[src/rtl/tts_pkg.sv]
package tts_pkg;

	// operation codes carried by func
	localparam logic [2:0] FUNC_ALLOC   = 3'd0;
	localparam logic [2:0] FUNC_SLEEP   = 3'd1;
	localparam logic [2:0] FUNC_TICK    = 3'd2;
	localparam logic [2:0] FUNC_PICK    = 3'd3;
	localparam logic [2:0] FUNC_RELEASE = 3'd4;

	// result status codes
	localparam logic [1:0] STATUS_OK       = 2'd0;
	localparam logic [1:0] STATUS_NO_FREE  = 2'd1;
	localparam logic [1:0] STATUS_NO_RUN   = 2'd2;
	localparam logic [1:0] STATUS_BAD_SLOT = 2'd3;

	// per-slot state codes, code 3 reads as free
	localparam logic [1:0] SLOT_FREE  = 2'd0;
	localparam logic [1:0] SLOT_RUN   = 2'd1;
	localparam logic [1:0] SLOT_SLEEP = 2'd2;

	// controller to datapath
	typedef struct packed {
		logic clear;
		logic accept;
		logic prime;
		logic scan;
		logic single;
		logic deliver;
	} tts_cmd_t;

	// datapath to controller
	typedef struct packed {
		logic clear_last;
		logic op_scan;
		logic op_single;
		logic scan_done;
		logic out_free;
	} tts_sts_t;

endpackage

[src/rtl/tts_ctrl.sv]
module tts_ctrl (
	input  logic               clk,
	input  logic               arst_n,
	input  logic               in_valid,
	output logic               in_ready,
	input  tts_pkg::tts_sts_t  sts,
	output tts_pkg::tts_cmd_t  cmd
);

	localparam logic [2:0] S_CLEAR  = 3'd0;
	localparam logic [2:0] S_IDLE   = 3'd1;
	localparam logic [2:0] S_PRIME  = 3'd2;
	localparam logic [2:0] S_SCAN   = 3'd3;
	localparam logic [2:0] S_SINGLE = 3'd4;
	localparam logic [2:0] S_DONE   = 3'd5;

	logic [2:0] state_q;
	logic [2:0] state_d;

	always_comb begin
		state_d  = state_q;
		cmd      = '0;
		in_ready = 1'b0;
		unique case (state_q)
			S_CLEAR: begin
				cmd.clear = 1'b1;
				if (sts.clear_last) begin
					state_d = S_IDLE;
				end
			end
			S_IDLE: begin
				in_ready = 1'b1;
				if (in_valid) begin
					cmd.accept = 1'b1;
					state_d    = S_PRIME;
				end
			end
			S_PRIME: begin
				cmd.prime = 1'b1;
				if (sts.op_scan) begin
					state_d = S_SCAN;
				end else if (sts.op_single) begin
					state_d = S_SINGLE;
				end else begin
					state_d = S_DONE;
				end
			end
			S_SCAN: begin
				cmd.scan = 1'b1;
				if (sts.scan_done) begin
					state_d = S_DONE;
				end
			end
			S_SINGLE: begin
				cmd.single = 1'b1;
				state_d    = S_DONE;
			end
			S_DONE: begin
				if (sts.out_free) begin
					cmd.deliver = 1'b1;
					state_d     = S_IDLE;
				end
			end
			default: begin
				state_d = S_IDLE;
			end
		endcase
	end

	always_ff @(posedge clk or negedge arst_n) begin
		if (!arst_n) begin
			state_q <= S_CLEAR;
		end else begin
			state_q <= state_d;
		end
	end

endmodule

[config.mk]
export PLATFORM = sky130hd
export DESIGN_NAME = tts_ctrl
export DESIGN_NICKNAME = d
export VERILOG_FILES = /design/src/rtl/tts_pkg.sv /design/src/rtl/tts_ctrl.sv
export SDC_FILE = /design/constraint.sdc
export NUM_CORES = 1
export LEC_CHECK = 0
export BUFFER_PORTS_ARGS = -buffer_cell sky130_fd_sc_hd__buf_4
export CAP_MARGIN = 20
export CORE_AREA = 2 2 39 41
export DETAILED_ROUTE_END_ITERATION = 7
export DIE_AREA = 0 0 41 43
export PLACE_DENSITY_LB_ADDON = 0.15
export SKIP_CTS_REPAIR_TIMING = 1
export SYNTH_ARGS = -nofsm -noshare
export SYNTH_HDL_FRONTEND = slang
export SYNTH_SLANG_ARGS = --single-unit
[constraint.sdc]
create_clock -name clk -period 1.1 [get_ports clk]
set_input_delay 0.165 -clock clk [delete_from_list [all_inputs] [get_ports clk]]
set_output_delay 0.165 -clock clk [all_outputs]
set_load 0.01 [all_outputs]
==> flow_summary.toml <==
[timing]
max_freq_ghz = 0.735
hold_ws_ns = 0.253
period_share_pct = 124
final_max_slew_viol_count = 0
tns_ns = -2.03
rsz0062_at_grt = "yes"
timing.final.hold_violations = 0
finalSetupViolCount = 10
skew_ns = 0.00346
setup_ws_ns = -0.260
relSlewSlack_pct = 83.6
finalCriticalPeriod_ns = 1.36
tightest_slew_ns = 0.242

[synth]
synth_top_family_by_area = "simple AND/OR/NAND/NOR gates"
yosysWarningCount = 0
ys_ff_latch = 3
async_flop_share_pct = 100
yosys.area_share.simple_pct = 42.2
synth_cell_types = 17
synth_top_cell_by_area = "dfrtp_1"
synth-edff-count = 0
yosys-mux-area-fraction_pct = 0
ys_seq_area_share_pct = 32.4
post_synth.cell_area_avg_um2 = 8.90
synth_compound_area_share_pct = 14.6
syn_area_um2 = 231
synth_common_cells = "dfrtp_1 (3), nand2b_1 (3), nor2_1 (3)"
yosys.area.top_type_share_pct = 32.4
synthAdderAreaFrac_pct = 0
synth_cells = 26
ys.flop_type = "dfrtp_1"
synth_area_leaders = "dfrtp_1 (32%), nand2b_1 (8.1%), nor3b_1 (6.5%), buf_6 (4.9%), nor2_1 (4.9%)"
syn_nets = 34
synthXorXnorAreaFrac_pct = 0

[global_route]
grt_pass1_vias = 273
grt.total_usage_pct = 8.92
overflow = 0
antenna_found_initial = 0
grt_first_pass_wirelength_um = 1040
grt_max_degree = 10

[cells_and_area]
final_nets = 62
areaGrowthSynthToFinish_pct = 136
regMostFlops = "state_q"
n_antenna_cell = 0
top_regs = "state_q (3)"
seq_area_um2 = 75.1
fin_util_pct = 39.4
largest_reg_flops = 3
instances_no_fill = 69
final.fill_count = 146
post-route-cell-area_um2 = 546
multi_input_area_um2 = 184
drive_above_1_share_pct = 69.8

[routing]
dr.pass1.iters = 2
via_per_inst = 4.46
drcViolationCount = 0
ant_nets = 0
totalWireLength_um = 875
post_drt_wl_per_cell_um = 12.7
dr_total_vias = 308
drt_iter0_drc = 3

[cts]
cts_tree = "built"
clk_pin_slew_ns = 0.04
clk_latency_ns = 0.24
clock_sinks = 3
h-tree-depth = 1
clockBufferDepth = 2
cts_inserted_buffers = 3
cts_root_buffer = "clkbuf_4"

[floorplan]
dieWidth_um = 41
start_util_pct = 16.7
die_y_um = 43
dieArea_um2 = 1760
rows = 14
core_um2 = 1380
ios = 15

[run]
cap_violations = 0

[worst_setup_path]
worstPathArrival_ns = 1.19
crit_type = "reg -> out"
cp_data_required_time_ns = 0.94
crit_path_start_kind = "flip-flop"
crit_path_max_fanout = 7
cp-end-kind = "primary output"

[power_and_ir_drop]
p_leak_nw = 0.257
ir_worst_vdd_mv = 1.07
p_per_area_nw_per_um2 = 2770

[placed_design]
numPortBuffers = 14
hpwlAfterDp_um = 537
placed_cells = 59
dpl-instance-area_um2 = 399
routabilityCongestion = 0.757

[hold_path]
hold_class = "in -> reg"

[run_status]
violations = "negative setup slack"
status = "finished with violations"
## metal layers
| metal | global-route usage (%) | share of wire [%] | vias up |
|---|---|---|---|
| li1 | - | - | 149 |
| met1 | 10.2 | 37 | 144 |
| met2 | 11.9 | 55 | 13 |
| met3 | 5.24 | 5.1 | 2 |
| met4 | 6.00 | 1.9 | 0 |
| met5 | 0 | 0 | - |
## final timing paths
kind / endpoint / slack [ns] / cells after the start / start
worst max-delay path: cmd[1] / -0.26 / 4 / state_q[1]
worst min-delay path: state_q[1] / 0.25 / 3 / in_valid
worst max register to register: state_q[0] / -0.22 / 5 / state_q[0]
worst min register to register: state_q[2] / 0.69 / 2 / state_q[0]
max in group asynchronous: state_q[2] / 0.75 / 2 / arst_n
min in group asynchronous: state_q[0] / 0.26 / 2 / arst_n
## worst max-delay path: stages, from the launching register on
cell and delay [ns]:
dfrtp_1 0.38, buf_6 0.14, nor3b_4 0.21, buf_4 0.14
buf_6 0.09
## kinds of logic after synthesis
family | after synthesis
AO/OA/AOI/OAI | 4
buffers and inverters | 4
flip-flops | 3
AND/OR/NAND/NOR | 15
## cells in the final DEF, fill, tap and decap left out
cell,count
dlygate4sd3_1,1
a221o_1,1
nor3b_1,1
nand3b_1,1
clkbuf_4,3
or4_1,1
buf_12,1
nor2_1,1
nor3_2,2
clkbuf_1,1
a21oi_1,1
nor2_2,1
nor2_4,1
buf_4,17
a311oi_2,1
nor3b_4,1
buf_6,7
o21ba_2,1
and4_1,1
nor4b_1,1
nand2b_4,2
dfrtp_1,3
and4b_1,1
inv_1,1
nand2b_1,1
## stage by stage
step / setup WS (ns) / total power, mW
2_1_floorplan: -0.148 / 0.635
3_3_place_gp: -0.105 / 0.902
3_5_place_dp: -0.106 / 0.906
4_1_cts: -0.312 / 1.12
5_1_grt: -0.302 / 1.61
6_report: -0.260 / 1.51
## area by class of cell
class,instances,share of cell area [%]
Multi-Input combinational cell,19,33.7
Clock buffer,4,4.82
Timing Repair Buffer,26,43.3
Sequential cell,3,13.8
Inverter,1,0.688
Tap cell,16,3.67
## where the power goes
part	switching (mW)	leakage, nW	internal, mW
Clock	0.0624	0.0150	0.136
Combinational	0.454	0.206	0.654
Sequential	0.0404	0.0361	0.162
Note: power is estimated with default switching activity, not from simulation.
